<file path="src/sv/plrf_pkg.sv">
`timescale 1ns / 1ps
// ----------------------------------------------------------------------------
// plrf_pkg: shared types, constants and microcode for the request framer
// Holds the request/response transfer structs, device-area codes, frame
// characters, the control word layout and the control store contents.
// ----------------------------------------------------------------------------
package plrf_pkg;

	// Request and response payloads
	typedef struct packed {
		logic        req_type;
		logic [2:0]  area;
		logic [12:0] element_number;
		logic [15:0] write_value;
	} req_t;

	typedef struct packed {
		logic [7:0] out_byte;
		logic       last;
		logic       refused;
	} rsp_t;

	// Device-area codes
	localparam logic [2:0] AREA_X  = 3'd0;
	localparam logic [2:0] AREA_Y  = 3'd1;
	localparam logic [2:0] AREA_M  = 3'd2;
	localparam logic [2:0] AREA_TC = 3'd3;
	localparam logic [2:0] AREA_D  = 3'd4;
	localparam logic [2:0] AREA_TV = 3'd5;

	localparam logic REQ_WRITE = 1'b1;

	// Byte-address bases
	localparam logic [15:0] BASE_X  = 16'h0080;
	localparam logic [15:0] BASE_Y  = 16'h00A0;
	localparam logic [15:0] BASE_M  = 16'h0100;
	localparam logic [15:0] BASE_TC = 16'h00C0;
	localparam logic [15:0] BASE_D  = 16'h1000;
	localparam logic [15:0] BASE_TV = 16'h0800;

	// Byte counts
	localparam logic [1:0] LEN_BYTE = 2'd1;
	localparam logic [1:0] LEN_WORD = 2'd2;

	// Frame characters
	localparam logic [7:0] CHAR_STX  = 8'h02;
	localparam logic [7:0] CHAR_ETX  = 8'h03;
	localparam logic [7:0] CHAR_ZERO = 8'h30;
	localparam logic [7:0] CHAR_NONE = 8'h00;

	// Byte source selected by a control word
	typedef enum logic [3:0] {
		SRC_STX,
		SRC_CMD,
		SRC_ADDR_HI_H,
		SRC_ADDR_HI_L,
		SRC_ADDR_LO_H,
		SRC_ADDR_LO_L,
		SRC_ZERO,
		SRC_LEN,
		SRC_DATA_LO_H,
		SRC_DATA_LO_L,
		SRC_DATA_HI_H,
		SRC_DATA_HI_L,
		SRC_ETX,
		SRC_SUM_H,
		SRC_SUM_L,
		SRC_REFUSE
	} src_t;

	// Jump conditions, tested when the step's byte is transferred
	typedef enum logic [1:0] {
		COND_NONE,
		COND_READ,
		COND_SHORT
	} cond_t;

	typedef logic [3:0] step_t;

	typedef struct packed {
		src_t  src;
		logic  sum_en;
		logic  last;
		logic  refused;
		cond_t cond;
		step_t target;
	} ctrl_t;

	// Status from the datapath to the sequencer
	typedef struct packed {
		logic is_write;
		logic is_word;
		logic refuse;
	} flags_t;

	// Program entry points
	localparam step_t STEP_FRAME  = 4'd0;
	localparam step_t STEP_ETX    = 4'd12;
	localparam step_t STEP_REFUSE = 4'd15;

	// Upper-case hex digit for one nibble
	function automatic logic [7:0] hex_char(input logic [3:0] nib);
		logic [7:0] c;
		if (nib < 4'd10) begin
			c = CHAR_ZERO + {4'd0, nib};
		end else begin
			c = 8'h37 + {4'd0, nib};
		end
		return c;
	endfunction

	function automatic ctrl_t cw(input src_t src, input logic sum_en, input logic last,
		input logic refused, input cond_t cond, input step_t target);
		ctrl_t w;
		w.src     = src;
		w.sum_en  = sum_en;
		w.last    = last;
		w.refused = refused;
		w.cond    = cond;
		w.target  = target;
		return w;
	endfunction

	// Control store: one word per frame byte
	function automatic ctrl_t ucode(input step_t s);
		ctrl_t w;
		case (s)
			4'd0:    w = cw(SRC_STX,       1'b0, 1'b0, 1'b0, COND_NONE,  STEP_FRAME);
			4'd1:    w = cw(SRC_CMD,       1'b1, 1'b0, 1'b0, COND_NONE,  STEP_FRAME);
			4'd2:    w = cw(SRC_ADDR_HI_H, 1'b1, 1'b0, 1'b0, COND_NONE,  STEP_FRAME);
			4'd3:    w = cw(SRC_ADDR_HI_L, 1'b1, 1'b0, 1'b0, COND_NONE,  STEP_FRAME);
			4'd4:    w = cw(SRC_ADDR_LO_H, 1'b1, 1'b0, 1'b0, COND_NONE,  STEP_FRAME);
			4'd5:    w = cw(SRC_ADDR_LO_L, 1'b1, 1'b0, 1'b0, COND_NONE,  STEP_FRAME);
			4'd6:    w = cw(SRC_ZERO,      1'b1, 1'b0, 1'b0, COND_NONE,  STEP_FRAME);
			4'd7:    w = cw(SRC_LEN,       1'b1, 1'b0, 1'b0, COND_READ,  STEP_ETX);
			4'd8:    w = cw(SRC_DATA_LO_H, 1'b1, 1'b0, 1'b0, COND_NONE,  STEP_FRAME);
			4'd9:    w = cw(SRC_DATA_LO_L, 1'b1, 1'b0, 1'b0, COND_SHORT, STEP_ETX);
			4'd10:   w = cw(SRC_DATA_HI_H, 1'b1, 1'b0, 1'b0, COND_NONE,  STEP_FRAME);
			4'd11:   w = cw(SRC_DATA_HI_L, 1'b1, 1'b0, 1'b0, COND_NONE,  STEP_FRAME);
			4'd12:   w = cw(SRC_ETX,       1'b1, 1'b0, 1'b0, COND_NONE,  STEP_FRAME);
			4'd13:   w = cw(SRC_SUM_H,     1'b0, 1'b0, 1'b0, COND_NONE,  STEP_FRAME);
			4'd14:   w = cw(SRC_SUM_L,     1'b0, 1'b1, 1'b0, COND_NONE,  STEP_FRAME);
			default: w = cw(SRC_REFUSE,    1'b0, 1'b1, 1'b1, COND_NONE,  STEP_FRAME);
		endcase
		return w;
	endfunction

endpackage

</file>
<file path="src/sv/plrf_sequencer.sv">
`timescale 1ns / 1ps
// ----------------------------------------------------------------------------
// plrf_sequencer: step counter and control store
// Walks the frame program one control word per transferred byte, taking the
// conditional jumps that skip data bytes on reads and on byte writes.
// ----------------------------------------------------------------------------
module plrf_sequencer (
	input  logic            clk,
	input  logic            arst_n,
	input  logic            start,
	input  logic            advance,
	input  plrf_pkg::flags_t flags,
	output plrf_pkg::ctrl_t  ctrl,
	output logic            busy
);

	logic            busy_q;
	plrf_pkg::step_t step_q;
	logic            jump;

	// Control word for the current step
	assign ctrl = plrf_pkg::ucode(step_q);
	assign busy = busy_q;

	// Jump condition
	always_comb begin
		case (ctrl.cond)
			plrf_pkg::COND_READ:  jump = !flags.is_write;
			plrf_pkg::COND_SHORT: jump = !flags.is_word;
			default:              jump = 1'b0;
		endcase
	end

	// Step counter
	always_ff @(posedge clk or negedge arst_n) begin
		if (!arst_n) begin
			busy_q <= 1'b0;
			step_q <= plrf_pkg::STEP_FRAME;
		end else if (start) begin
			busy_q <= 1'b1;
			step_q <= flags.refuse ? plrf_pkg::STEP_REFUSE : plrf_pkg::STEP_FRAME;
		end else if (advance) begin
			if (ctrl.last) begin
				busy_q <= 1'b0;
			end else if (jump) begin
				step_q <= ctrl.target;
			end else begin
				step_q <= step_q + 4'd1;
			end
		end
	end

`ifndef ASSERT_OFF
	a_start_idle: assert property (@(posedge clk) disable iff (!arst_n)
		start |-> !busy_q) else $error("request taken while a frame is in progress");
	a_start_busy: assert property (@(posedge clk) disable iff (!arst_n)
		start |=> busy_q) else $error("sequencer did not start");
	a_last_done: assert property (@(posedge clk) disable iff (!arst_n)
		busy_q && advance && ctrl.last |=> !busy_q) else $error("sequencer ran past last byte");
`endif

endmodule

</file>
<file path="src/sv/plrf_datapath.sv">
`timescale 1ns / 1ps
// ----------------------------------------------------------------------------
// plrf_datapath: request latches, running sum and byte selection
// Computes the byte address on acceptance, holds the frame fields and
// produces the byte chosen by the current control word.
// ----------------------------------------------------------------------------
module plrf_datapath (
	input  logic             clk,
	input  logic             arst_n,
	input  logic             start,
	input  logic             advance,
	input  plrf_pkg::req_t   req,
	input  plrf_pkg::ctrl_t  ctrl,
	output plrf_pkg::flags_t flags,
	output logic [7:0]       frame_byte
);

	logic [15:0] addr_q;
	logic [15:0] data_q;
	logic [1:0]  len_q;
	logic        cmd_q;
	logic [7:0]  sum_q;

	logic [15:0] addr_d;
	logic [15:0] bit_base;
	logic [1:0]  len_d;
	logic        refuse;

	// Refusal: timer-value write or undefined area
	assign refuse = (req.area > plrf_pkg::AREA_TV) ||
		(req.req_type == plrf_pkg::REQ_WRITE && req.area == plrf_pkg::AREA_TV);

	// Byte address and count
	always_comb begin
		if (req.req_type == plrf_pkg::REQ_WRITE) begin
			bit_base = (req.area == plrf_pkg::AREA_M) ? plrf_pkg::BASE_M : plrf_pkg::BASE_Y;
		end else begin
			case (req.area)
				plrf_pkg::AREA_X:  bit_base = plrf_pkg::BASE_X;
				plrf_pkg::AREA_Y:  bit_base = plrf_pkg::BASE_Y;
				plrf_pkg::AREA_M:  bit_base = plrf_pkg::BASE_M;
				default:           bit_base = plrf_pkg::BASE_TC;
			endcase
		end
		case (req.area)
			plrf_pkg::AREA_D: begin
				addr_d = plrf_pkg::BASE_D + {2'd0, req.element_number, 1'b0};
				len_d  = plrf_pkg::LEN_WORD;
			end
			plrf_pkg::AREA_TV: begin
				addr_d = plrf_pkg::BASE_TV + {2'd0, req.element_number, 1'b0};
				len_d  = plrf_pkg::LEN_WORD;
			end
			default: begin
				addr_d = bit_base + {6'd0, req.element_number[12:3]};
				len_d  = plrf_pkg::LEN_BYTE;
			end
		endcase
	end

	// Frame latches and running sum
	always_ff @(posedge clk or negedge arst_n) begin
		if (!arst_n) begin
			addr_q <= '0;
			data_q <= '0;
			len_q  <= '0;
			cmd_q  <= 1'b0;
			sum_q  <= '0;
		end else if (start && !refuse) begin
			addr_q <= addr_d;
			data_q <= req.write_value;
			len_q  <= len_d;
			cmd_q  <= req.req_type;
			sum_q  <= '0;
		end else if (advance && ctrl.sum_en) begin
			sum_q  <= sum_q + frame_byte;
		end
	end

	assign flags.is_write = cmd_q;
	assign flags.is_word  = (len_q == plrf_pkg::LEN_WORD);
	assign flags.refuse   = refuse;

	// Byte selection
	always_comb begin
		case (ctrl.src)
			plrf_pkg::SRC_STX:       frame_byte = plrf_pkg::CHAR_STX;
			plrf_pkg::SRC_CMD:       frame_byte = plrf_pkg::CHAR_ZERO + {7'd0, cmd_q};
			plrf_pkg::SRC_ADDR_HI_H: frame_byte = plrf_pkg::hex_char(addr_q[15:12]);
			plrf_pkg::SRC_ADDR_HI_L: frame_byte = plrf_pkg::hex_char(addr_q[11:8]);
			plrf_pkg::SRC_ADDR_LO_H: frame_byte = plrf_pkg::hex_char(addr_q[7:4]);
			plrf_pkg::SRC_ADDR_LO_L: frame_byte = plrf_pkg::hex_char(addr_q[3:0]);
			plrf_pkg::SRC_ZERO:      frame_byte = plrf_pkg::CHAR_ZERO;
			plrf_pkg::SRC_LEN:       frame_byte = plrf_pkg::CHAR_ZERO + {6'd0, len_q};
			plrf_pkg::SRC_DATA_LO_H: frame_byte = plrf_pkg::hex_char(data_q[7:4]);
			plrf_pkg::SRC_DATA_LO_L: frame_byte = plrf_pkg::hex_char(data_q[3:0]);
			plrf_pkg::SRC_DATA_HI_H: frame_byte = plrf_pkg::hex_char(data_q[15:12]);
			plrf_pkg::SRC_DATA_HI_L: frame_byte = plrf_pkg::hex_char(data_q[11:8]);
			plrf_pkg::SRC_ETX:       frame_byte = plrf_pkg::CHAR_ETX;
			plrf_pkg::SRC_SUM_H:     frame_byte = plrf_pkg::hex_char(sum_q[7:4]);
			plrf_pkg::SRC_SUM_L:     frame_byte = plrf_pkg::hex_char(sum_q[3:0]);
			default:                 frame_byte = plrf_pkg::CHAR_NONE;
		endcase
	end

endmodule

</file>
<file path="src/sv/plc_link_request_framer.sv">
`timescale 1ns / 1ps
// An accepted request starts the sequencer, which then puts the first byte in the output register.
// Frame length: a read frame is 11 bytes, a bit write 13, a word write 15, a refusal 1; one byte
//   per cycle while the output is not stalled, set by the sequencer's single step per byte.
// The next request is taken once the final byte has entered the output register.
// Reset: arst_n clears the sequencer, output valid and the frame latches asynchronously.
// ----------------------------------------------------------------------------
// plc_link_request_framer: ASCII request frame builder for a controller link
// Accepts read/write requests and emits STX, command, hex address, count,
// optional hex data, ETX and a two-digit hex checksum, one byte per transfer; refusals get one byte.
// ----------------------------------------------------------------------------
module plc_link_request_framer (
	input  logic           clk,
	input  logic           arst_n,
	input  logic           req_valid,
	output logic           req_stall,
	input  plrf_pkg::req_t req,
	output logic           rsp_valid,
	input  logic           rsp_stall,
	output plrf_pkg::rsp_t rsp
);

	plrf_pkg::ctrl_t  ctrl;
	plrf_pkg::flags_t flags;
	logic             busy;
	logic             start;
	logic             advance;
	logic [7:0]       frame_byte;
	logic             rsp_valid_q;
	plrf_pkg::rsp_t   rsp_q;

	// Handshake: one request at a time, bytes flow when the output slot frees
	assign req_stall = busy;
	assign start     = req_valid && !busy;
	assign advance   = busy && (!rsp_valid_q || !rsp_stall);

	plrf_sequencer u_seq (
		.clk     (clk),
		.arst_n  (arst_n),
		.start   (start),
		.advance (advance),
		.flags   (flags),
		.ctrl    (ctrl),
		.busy    (busy)
	);

	plrf_datapath u_dp (
		.clk        (clk),
		.arst_n     (arst_n),
		.start      (start),
		.advance    (advance),
		.req        (req),
		.ctrl       (ctrl),
		.flags      (flags),
		.frame_byte (frame_byte)
	);

	// Output register
	always_ff @(posedge clk or negedge arst_n) begin
		if (!arst_n) begin
			rsp_valid_q <= 1'b0;
		end else if (advance) begin
			rsp_valid_q <= 1'b1;
		end else if (!rsp_stall) begin
			rsp_valid_q <= 1'b0;
		end
	end

	always_ff @(posedge clk) begin
		if (advance) begin
			rsp_q.out_byte <= frame_byte;
			rsp_q.last     <= ctrl.last;
			rsp_q.refused  <= ctrl.refused;
		end
	end

	assign rsp_valid = rsp_valid_q;
	assign rsp       = rsp_q;

`ifndef ASSERT_OFF
	a_refuse_last: assert property (@(posedge clk) disable iff (!arst_n)
		rsp_valid_q && rsp_q.refused |-> rsp_q.last) else $error("refusal not marked last");
	a_hold_valid: assert property (@(posedge clk) disable iff (!arst_n)
		rsp_valid_q && rsp_stall |=> rsp_valid_q)
		else $error("stalled byte dropped");
	a_hold_payload: assert property (@(posedge clk) disable iff (!arst_n)
		rsp_valid_q && rsp_stall |=> $stable(rsp_q))
		else $error("stalled byte changed");
`endif

endmodule

</file>
<file path="config.mk">
export PLATFORM = sky130hd
export DESIGN_NAME = plc_link_request_framer
export DESIGN_NICKNAME = d
export VERILOG_FILES = /design/src/sv/plrf_pkg.sv /design/src/sv/plrf_sequencer.sv /design/src/sv/plrf_datapath.sv /design/src/sv/plc_link_request_framer.sv
export SDC_FILE = /design/constraint.sdc
export NUM_CORES = 1
export LEC_CHECK = 0
export BUFFER_PORTS_ARGS = -buffer_cell sky130_fd_sc_hd__buf_2
export CAP_MARGIN = 20
export CORE_UTILIZATION = 35
export DETAILED_ROUTE_END_ITERATION = 12
export GPL_ROUTABILITY_DRIVEN = 0
export PLACE_DENSITY = 0.62
export SETUP_SLACK_MARGIN = 0.4
export SYNTH_ARGS = -nofsm -noshare
export SYNTH_HDL_FRONTEND = slang
export SYNTH_HIERARCHICAL = 1
export SYNTH_SLANG_ARGS = --single-unit
</file>
<file path="constraint.sdc">
create_clock -name clk -period 3.28 [get_ports clk]
set_input_delay 0.492 -clock clk [delete_from_list [all_inputs] [get_ports clk]]
set_output_delay 0.492 -clock clk [all_outputs]
set_load 0.05 [all_outputs]
</file>
==> reports/results.tsv, run 1 <==
stage	metric	value	unit
run_status	status	finished, final reports clean	
pwr	power.total	5.56	mW
route	wirelength	11600	um
floorplanning	start_util	35.8	%
setup_path	critPathBufInv	1	
pwr	p_clk_share	15.5	%
sta	finalSetupTns	0	ps
clock_network	cts_root_buf	clkbuf_16	
setup_path	required	3500	ps
sta	fin_crit	3120	ps
route	viasPerCell	5.51	
clock_network	clk_path_buf_depth	2	
setup_path	rr_startpoint	u_seq/step_q[2]$_DFFE_PN0P_	
sta	slew_headroom	38.3	%
setup_path	worstSetupPathType	flop to flop	
layout	drive_gt1_share	24.9	%
pwr	internal_power	3.10	mW
global_routing	antenna_found_initial	0	
sta	post-route-period-util	95.2	%
run	max_cap_violations	0	
synth	yosys_warnings	6	
setup_path	worst_path_largest_cell_delay	570	ps
layout	diodes	0	
layout	nFillCells	1186	
pwr	irDropWorstVdd	418	uV
pwr	power.switching	2.47	mW
sta	tightest_slew	926	ps
setup_path	end_kind	flop	
floorplanning	die_w	113	um
floorplanning	fp.dieH	113	um
sta	hold_viol	0	
clock_network	cts_tree	yes	
setup_path	crit_family	compound AO/OA/AOI/OAI gates	
clock_network	cts_buffers	9	
clock_network	clock_sinks	58	
worst_hold_path	hold_path_class	input pin to asynchronous set/reset pin	
route	drtPass1Iterations	5	
setup_path	critPathLaunchType	flop	
clock_network	clock_latency	330	ps
pwr	seq_power_share	25.5	%
clock_network	cts_htree_levels	3	
placed_design	post-dp-hpwl	8600	um
global_routing	grt_max_degree	41	
pwr	powerDensity	1050	mW/mm2
pwr	p_comb_share	59.0	%
route	drc	0	
route	ant_nets	0	
floorplanning	pin_count	49	
route	top_layer_used	met4	
synth	syn_inst	515	
route	wl_met2	5500	um
setup_path	crit_path_cell_trace	buf_6 -> nor2b_4 -> and2_4 -> a22oi_2 -> o21ai_2 -> or4_4 -> ha_4 -> fa_2 -> a21o_1 -> a21oi_2 -> a2bb2oi_2 -> nor4_1 -> a211o_1	
sta	fmaxAchievable	320	MHz
global_routing	grt_usage	19.5	%
route	met1_length	5190	um
floorplanning	core_area	0.0120	mm2
clock_network	clk_pin_slew_worst_paths	50	ps
setup_path	cp_slowest_cell	or4_4	
global_routing	grt_overflow_total	0	
route	met3_length	664	um
route	vias	4089	
pwr	p_leak	2.34	nW
setup_path	cp_max_fo	5	
global_routing	grt_pass1_wl	19500	um
route	drt_iter0_drc	309	
route	wl_per_cell	15.7	um
sta	finalSetupViolCount	0	
setup_path	r2r_slack	160	ps
global_routing	grt_pass1_vias	4025	
setup_path	reg2regPathDepth	13	
synth	syn_nets	581	
pwr	swShare	44.3	%
setup_path	r2r-end	u_dp/sum_q[6]$_DFFE_PN0P_	
sta	skew	5.87	ps
floorplanning	rows	40	
layout	final_net_count	659	
layout	area_growth	23.6	%
synth	synth.cell_area	0.00430	mm2
synth	avgSynthCellArea	8.35	um2
placed_design	port_buffers	48	
setup_path	arrival	3340	ps
sta	rsz0062_at_grt	yes	
sta	maxSlewViolCount	0	
floorplanning	die_area	0.0127	mm2
[layer usage]
layer,vias to the layer above,track usage (%)
met5,-,0
met4,0,8.27
met3,30,5.25
met2,126,31.7
met1,1923,24.3
li1,2010,-
[state kept, by name, summed over array words and instances (netlist names)]
name          count
u_dp/addr_q      15
u_dp/len_q        2
u_dp/sum_q        8
u_dp/cmd_q        1
u_dp/data_q      16
u_seq/busy        1
u_seq/step_q      4
rsp_valid         1
rsp              10
[layout by cell type (no fill, tap or decap), drive strengths merged, types with 3 or more instances in the layout]
master   count
o21a         3
clkbuf      13
and2         6
dfrtp       48
xnor2       16
o22ai       10
buf         93
o211ai       3
nor4b        6
o21ai       41
nor3b        3
o2111ai      3
ha          27
inv         34
nand2       93
a21oi       43
a21o         6
o221ai       3
a211oi       3
edfxtp      10
nor3         8
and3         5
nor4         6
nand3       10
nand4        5
nor2        22
nor2b       16
o41ai        3
a22oi       10
and4b        6
a31oi       10
[layout make-up]
cell class / instances / area (um2) / area share (%)
Clock buffer: 13 / 270 / 5.09
Inverter: 34 / 128 / 2.40
Sequential cell: 58 / 1510 / 28.4
Tap cell: 147 / 184 / 3.46
Timing Repair Buffer: 93 / 594 / 11.2
Multi-Input combinational cell: 397 / 2630 / 49.5
[power groups by stage]
stage | registers, mW | clock network [mW] | logic, mW
finish | 1.42 | 0.862 | 3.28
global route | 1.47 | 0.912 | 3.62
CTS | 1.42 | 0.879 | 3.01
detailed placement | 1.44 | 0 | 2.81
global placement | 1.42 | 0 | 2.75
floorplan | 1.58 | 0 | 1.90
[worst max path at each step]
| stage | from | endpoint | slack [ps] | cells after the start |
|---|---|---|---|---|
| floorplan | u_seq/step_q[2]$_DFFE_PN0P_ | u_dp/sum_q[6]$_DFFE_PN0P_ | 290 | 13 |
| finish | u_seq/step_q[2]$_DFFE_PN0P_ | u_dp/sum_q[6]$_DFFE_PN0P_ | 160 | 13 |
| global route | u_seq/step_q[2]$_DFFE_PN0P_ | u_dp/sum_q[6]$_DFFE_PN0P_ | 90 | 13 |
| CTS | u_seq/step_q[2]$_DFFE_PN0P_ | u_dp/sum_q[6]$_DFFE_PN0P_ | 180 | 12 |
| detailed placement | u_seq/step_q[0]$_DFFE_PN0P_ | u_dp/sum_q[6]$_DFFE_PN0P_ | -20 | 12 |
| global placement | u_seq/step_q[0]$_DFFE_PN0P_ | u_dp/sum_q[6]$_DFFE_PN0P_ | 100 | 12 |
[metrics by stage]
| stage | area [um2] | util [%] | std cells | hold WS [ps] | setup slack (ps) |
|---|---|---|---|---|---|
| 2_1_floorplan | 4320 | - | 515 | 196 | 294 |
| 3_3_place_gp | 4790 | 39.9 | 708 | 500 | 97.5 |
| 3_5_place_dp | 4790 | 39.9 | 708 | 497 | -16.9 |
| 4_1_cts | 5170 | 43.0 | 733 | 341 | 185 |
| 5_1_grt | 5310 | 44.2 | 742 | 354 | 88.3 |
| 6_report | 5310 | 44.2 | 742 | 302 | 158 |
[what timing repair did]
item | 4_1_cts | 5_1_grt
setup endpoints to repair | 5 | 5
setup buffers | 12 | 9
pin swaps | 2 | 9
gates cloned | 0 | 0
hold buffers | 0 | 0
hold endpoints to repair | 0 | 0
gates resized for setup | 11 | 21
Power figures use the tool's default switching activity.
==> run 2, diff against run 1 <==
PLACE_DENSITY = 0.6   (was 0.62)
clock period = 3.7 ns   (was 3.28 ns; I/O delays follow)
==> reports/results.tsv, run 2 (synthesis results as in run 1) <==
stage	metric	value	unit	change
layout	final_core_util	42.6	%	was 44.2%
clock_network	hold_buffers	0		unchanged
sta	rsz0062_at_grt	yes		unchanged
route	wl_per_cell	15.6	um	was 15.7 um
sta	finalSetupViolCount	0		unchanged
sta	tightest_slew	1020	ps	was 926 ps
layout	area_growth	19.1	%	was 23.6%
global_routing	grt_overflow_total	0		unchanged
route	viasPerCell	5.48		was 5.51
placed_design	port_buffers	48		unchanged
layout	top_register	u_dp/data_q		unchanged
sta	skew	4.41	ps	was 5.87 ps
global_routing	grt_pass1_wl	18400	um	was 19,500 um
sta	post-route-period-util	86.7	%	was 95.2%
clock_network	clk_pin_slew_worst_paths	50	ps	about the same
route	drc	1		was 0
layout	layout_commonest_cell	nand2_1		unchanged
clock_network	cts_htree_levels	3		unchanged
setup_path	arrival	3420	ps	was 3340 ps
global_routing	grt_util_met1	23.6	%	was 24.3%
sta	hold_viol	0		unchanged
global_routing	grt_max_degree	49		was 41
clock_network	clock_latency	330	ps	about the same
clock_network	cts_buffers	9		unchanged
global_routing	grtUsageMet3	3.43	%	was 5.25%
layout	largest_reg_flops	16		unchanged
clock_network	cts_root_buf	clkbuf_16		unchanged
pwr	p_leak	2.24	nW	was 2.34 nW
global_routing	grt_usage	18.4	%	was 19.5%
sta	fmaxAchievable	312	MHz	was 320 MHz
layout	final_cell_mix	nand2_1 (93), buf_2 (49), dfrtp_1 (41), a21oi_1 (41), inv_1 (34)		was nand2_1 (93), buf_2 (48), buf_4 (43), dfrtp_1 (43), a21oi_1 (40)
sta	setup_ws	492	ps	was 158 ps
floorplanning	rows	40		unchanged
setup_path	required	3910	ps	was 3500 ps
floorplanning	start_util	35.8	%	unchanged
route	wirelength	11300	um	was 11,600 um
pwr	powerDensity	911	mW/mm2	was 1050 mW/mm2
worst_hold_path	hold_path_class	input pin to asynchronous set/reset pin		unchanged
setup_path	end_kind	flop		unchanged
global_routing	antenna_found_initial	0		unchanged
floorplanning	die_w	113	um	unchanged
setup_path	cp_max_fo	11		was 5
layout	drive_gt1_share	21.2	%	was 24.9%
global_routing	grtUsageMet2	29.7	%	was 31.7%
placed_design	pre_cts_ws	219	ps	was -16.9 ps
layout	diodes	0		unchanged
placed_design	post-dp-hpwl	8500	um	was 8600 um
clock_network	cts_tree	yes		unchanged
floorplanning	pin_count	49		unchanged
global_routing	busiest_layer	met2		unchanged
sta	finalSetupTns	0	ps	unchanged
setup_path	worstSetupPathType	flop to flop		unchanged
floorplanning	die_area	0.0127	mm2	unchanged
route	vias	3981		was 4,089
sta	slew_headroom	32.1	%	was 38.3%
clock_network	clock_sinks	58		unchanged
run_status	status	finished with violations		was finished, final reports clean
sta	maxSlewViolCount	0		unchanged
layout	final_net_count	640		was 659
route	drtPass1Iterations	9		was 5
floorplanning	core_area	0.0120	mm2	unchanged
run_status	violations	DRC		
global_routing	grt_pass1_vias	3771		was 4,025
route	ant_nets	0		unchanged
route	drt_iter0_drc	258		was 309
floorplanning	fp.dieH	113	um	unchanged
sta	fin_crit	3210	ps	was 3120 ps
clock_network	clk_path_buf_depth	2		unchanged
pwr	irDropWorstVdd	274	uV	was 418 uV
run	max_cap_violations	0		unchanged
setup_path	critPathLaunchType	flop		unchanged
run 2: cell count changes in the layout (fill, tap and decap cells not counted), sizes merged:
| cell | previous run | this run |
|---|---|---|
| inv | 34 | 35 |
| buf | 93 | 74 |
| clkinv | 0 | 4 |
| clkbuf | 13 | 11 |
run 2: critical path, cell delays in order (launching register included):
cell and delay, ps:
dfrtp_2 460, buf_4 210, nor3b_1 60, a31oi_1 220, o32ai_1 120, or4_4 530
ha_1 230, fa_2 360, a21o_1 180, a21oi_2 180, a2bb2oi_2 180, nor4_1 70
a211o_1 300
run 2: what timing repair did:
action | 4_1_cts | 5_1_grt
setup endpoints to repair | 1 | 2
resized for setup | 7 | 16
pin swaps | 0 | 3
cloned | 0 | 0
setup buffers | 0 | 10
run 2: per-stage QoR:
stage / instance area, um2 / cells / power [mW] / hold WS, ps
after global placement: 4690 / 699 / 3.61 / 487
after detailed placement: 4690 / 699 / 3.70 / 479
after global routing: 5120 / 726 / 5.02 / 297
after CTS: 4990 / 715 / 4.53 / 402
final: 5120 / 726 / 4.67 / 257
after floorplan: 4300 / 515 / 3.05 / 259
run 2: layout make-up:
| type | count | area [um2] |
|---|---|---|
| fillers | 1210 | 6890 |
| multi-input cells | 397 | 2560 |
| flip-flops and latches | 58 | 1510 |
| repair buffers | 74 | 453 |
| clock buffers | 11 | 254 |
| well taps | 147 | 184 |
| inverters | 34 | 128 |
| clock inverters | 5 | 26.3 |
run 2: final timing paths:
kind | from | to | slack, ps | depth (start not counted)
worst max register to register | u_seq/step_q[2]$_DFFE_PN0P_ | u_dp/sum_q[6]$_DFFE_PN0P_ | 490 | 12
worst min-delay path | arst_n | u_dp/data_q[0]$_DFFE_PN0P_ | 260 | 1
worst min register to register | u_dp/addr_q[13]$_DFFE_PN0P_ | u_dp/addr_q[13]$_DFFE_PN0P_ | 490 | 2
min in group clk | req[7] | u_dp/data_q[7]$_DFFE_PN0P_ | 410 | 3
worst max-delay path | u_seq/step_q[2]$_DFFE_PN0P_ | u_dp/sum_q[6]$_DFFE_PN0P_ | 490 | 12
max in group asynchronous | arst_n | u_seq/step_q[1]$_DFFE_PN0P_ | 2880 | 2
run 2: power by group:
group,internal [mW],total (mW),switching (mW)
combinational,1.06,2.56,1.49
clock,0.489,0.776,0.288
sequential,0.976,1.33,0.359
total,2.53,4.67,2.14
run 2: per-layer routing:
| layer | share of wire, % | vias to the layer above |
|---|---|---|
| met4 | 3.3 | 0 |
| met5 | 0 | - |
| li1 | - | 1964 |
| met3 | 5.3 | 32 |
| met2 | 46 | 133 |
| met1 | 46 | 1852 |
==> run 3, diff against run 2 <==
BUFFER_PORTS_ARGS = unset   (was -buffer_cell sky130_fd_sc_hd__buf_2)
CORE_UTILIZATION = 57   (was 35)
DONT_BUFFER_PORTS = 1   (was unset)
PLACE_DENSITY = 0.8   (was 0.6)
==> reports/results.tsv, run 3 (synthesis results as in run 1) <==
stage	metric	value	unit	change
sta	finalSetupViolCount	0		unchanged
setup_path	worstSetupPathType	flop to flop		unchanged
sta	hold_viol	0		unchanged
worst_hold_path	hold_path_class	input pin to asynchronous set/reset pin		unchanged
route	wirelength	10600	um	was 11,300 um
clock_network	clk_pin_slew_worst_paths	60	ps	was 50 ps
route	top_layer_used	met4		unchanged
setup_path	cp_max_fo	5		was 11
setup_path	required	3920	ps	was 3910 ps
run	max_cap_violations	0		unchanged
setup_path	cp_slowest_cell	or4_4		unchanged
layout	multi_input_comb_area	0.00256	mm2	about the same
route	wl_per_cell	16.9	um	was 15.6 um
placed_design	postPlaceCellArea	0.00437	mm2	was 0.00469 mm2
pwr	powerDensity	925	mW/mm2	was 911 mW/mm2
clock_network	cts_buffers	9		unchanged
sta	maxSlewViolCount	0		unchanged
layout	drive_gt1_share	12.6	%	was 21.2%
pwr	p_comb_share	51.7	%	was 54.8%
sta	finalSetupTns	0	ps	unchanged
setup_path	crit_start	u_seq/step_q[3]$_DFFE_PN0P_		was u_seq/step_q[2]$_DFFE_PN0P_
global_routing	antenna_found_initial	0		unchanged
global_routing	grt_usage	28.6	%	was 18.4%
clock_network	clk_path_buf_depth	2		unchanged
sta	tightest_slew	1030	ps	was 1020 ps
clock_network	cts_htree_levels	3		unchanged
route	vias	3924		was 3,981
setup_path	arrival	3440	ps	was 3420 ps
layout	final_core_util	64.6	%	was 42.6%
placed_design	port_buffers	0		was 48
layout	nFillCells	615		was 1,210
route	drc	0		was 1
clock_network	clock_latency	340	ps	was 330 ps
sta	rsz0062_at_grt	no		was yes
setup_path	r2r_slack	490	ps	about the same
route	drtPass1Iterations	6		was 9
floorplanning	rows	31		was 40
setup_path	cp_common_cell	buf_4		
setup_path	end_kind	flop		unchanged
placed_design	dpl.cell_count	600		was 699
sta	hold_slack	58.4	ps	was 257 ps
route	viasPerCell	6.29		was 5.48
layout	diodes	0		unchanged
global_routing	grt_overflow_total	0		unchanged
layout	final_net_count	586		was 640
floorplanning	start_util	59.3	%	was 35.8%
floorplanning	die_w	88.8	um	was 113 um
clock_network	cts_root_buf	clkbuf_8		was clkbuf_16
route	wl_met2	4920	um	was 5190 um
layout	largest_reg_flops	16		unchanged
route	drt_iter0_drc	487		was 258
route	met3_length	696	um	was 597 um
run_status	status	finished, final reports clean		was finished with violations
sta	fin_crit	3210	ps	about the same
pwr	irDropWorstVdd	395	uV	was 274 uV
route	met1_length	4530	um	was 5180 um
global_routing	grt_max_degree	49		unchanged
pwr	power.total	4.33	mW	was 4.67 mW
pwr	seq_power_share	35.2	%	was 28.6%
setup_path	critPathLaunchType	flop		unchanged
pwr	swShare	47.3	%	was 45.9%
sta	slew_headroom	31.4	%	was 32.1%
floorplanning	pin_count	49		unchanged
layout	top_register	u_dp/data_q		unchanged
placed_design	post-dp-hpwl	7660	um	was 8500 um
sta	post-route-period-util	86.9	%	was 86.7%
global_routing	grt_pass1_vias	3550		was 3,771
pwr	power.switching	2.05	mW	was 2.14 mW
clock_network	clock_sinks	58		unchanged
sta	skew	6.12	ps	was 4.41 ps
floorplanning	fp.dieH	88.8	um	was 113 um
pwr	p_clk_share	13.1	%	was 16.6%
floorplanning	die_area	0.00789	mm2	was 0.0127 mm2
global_routing	grt_pass1_wl	16900	um	was 18,400 um
setup_path	crit_path_cell_trace	buf_4 -> buf_4 -> nor2b_4 -> and2_4 -> a22oi_1 -> o21ai_1 -> or4_4 -> ha_4 -> fa_2 -> a21o_1 -> a21oi_2 -> a2bb2oi_2 -> nor4_1 -> a211o_1		was buf_4 -> nor3b_1 -> a31oi_1 -> o32ai_1 -> or4_4 -> ha_1 -> fa_2 -> a21o_1 -> a21oi_2 -> a2bb2oi_2 -> nor4_1 -> a211o_1
sta	setup_ws	486	ps	was 492 ps
setup_path	reg2regPathDepth	14		was 12
layout	stdcell_count	624		was 726
layout	area_growth	8.99	%	was 19.1%
setup_path	worst_path_largest_cell_delay	570	ps	was 530 ps
clock_network	cts_tree	yes		unchanged
placed_design	pre_cts_ws	139	ps	was 219 ps
layout	regArea	0.00151	mm2	about the same
sta	fmaxAchievable	311	MHz	was 312 MHz
pwr	p_leak	1.99	nW	was 2.24 nW
layout	layout_commonest_cell	nand2_1		unchanged
pwr	internal_power	2.28	mW	was 2.53 mW
layout	final_area	0.00469	mm2	was 0.00512 mm2
route	ant_nets	0		unchanged
floorplanning	core_area	0.00725	mm2	was 0.0120 mm2
setup_path	rr_startpoint	u_seq/step_q[3]$_DFFE_PN0P_		was u_seq/step_q[2]$_DFFE_PN0P_
layout	final_cell_mix	nand2_1 (93), dfrtp_1 (44), a21oi_1 (42), inv_1 (34), o21ai_0 (33)		was nand2_1 (93), buf_2 (49), dfrtp_1 (41), a21oi_1 (41), inv_1 (34)
[run 3: repair_timing]
item                       CTS  global route
pin swaps                    0             5
hold buffers                 1             0
setup endpoints to repair    1             2
gates resized for setup      6             8
setup buffers                3             4
hold endpoints to repair    48             0
[run 3: cell type report]
class,instances,share of cell area [%]
Clock buffer,12,3.77
Clock inverter,4,0.454
Inverter,34,2.72
Multi-Input combinational cell,397,54.6
Sequential cell,58,32.1
Tap cell,99,2.64
Timing Repair Buffer,20,3.63
[run 3: worst paths after layout]
path,end
worst max-delay path,u_dp/sum_q[6]$_DFFE_PN0P_
worst min-delay path,u_dp/sum_q[6]$_DFFE_PN0P_
worst max register to register,u_dp/sum_q[6]$_DFFE_PN0P_
worst min register to register,u_dp/addr_q[13]$_DFFE_PN0P_
max in group asynchronous,u_seq/step_q[3]$_DFFE_PN0P_
min in group clk,u_dp/data_q[11]$_DFFE_PN0P_
[run 3: power by group through the flow]
stage	logic, mW	registers, mW	clock network [mW]
floorplan	1.65	1.40	0
global placement	1.96	1.50	0
detailed placement	2.02	1.52	0
CTS	2.10	1.51	0.583
global route	2.46	1.58	0.618
finish	2.24	1.53	0.569
[run 3: critical path: cells and delay by family (launching register included)]
kind / cells / cell delay (ps)
flops: 1 / 400
compound gates: 6 / 1090
simple gates: 4 / 830
fa+ha+maj: 2 / 550
buf+inv: 2 / 230
[run 3: metal layers]
metal / global-route usage (%) / vias up
met3: 6.06 / 49
met1: 35.6 / 1842
met2: 45.8 / 175
met4: 17.2 / 0
met5: 0 / -
li1: - / 1858
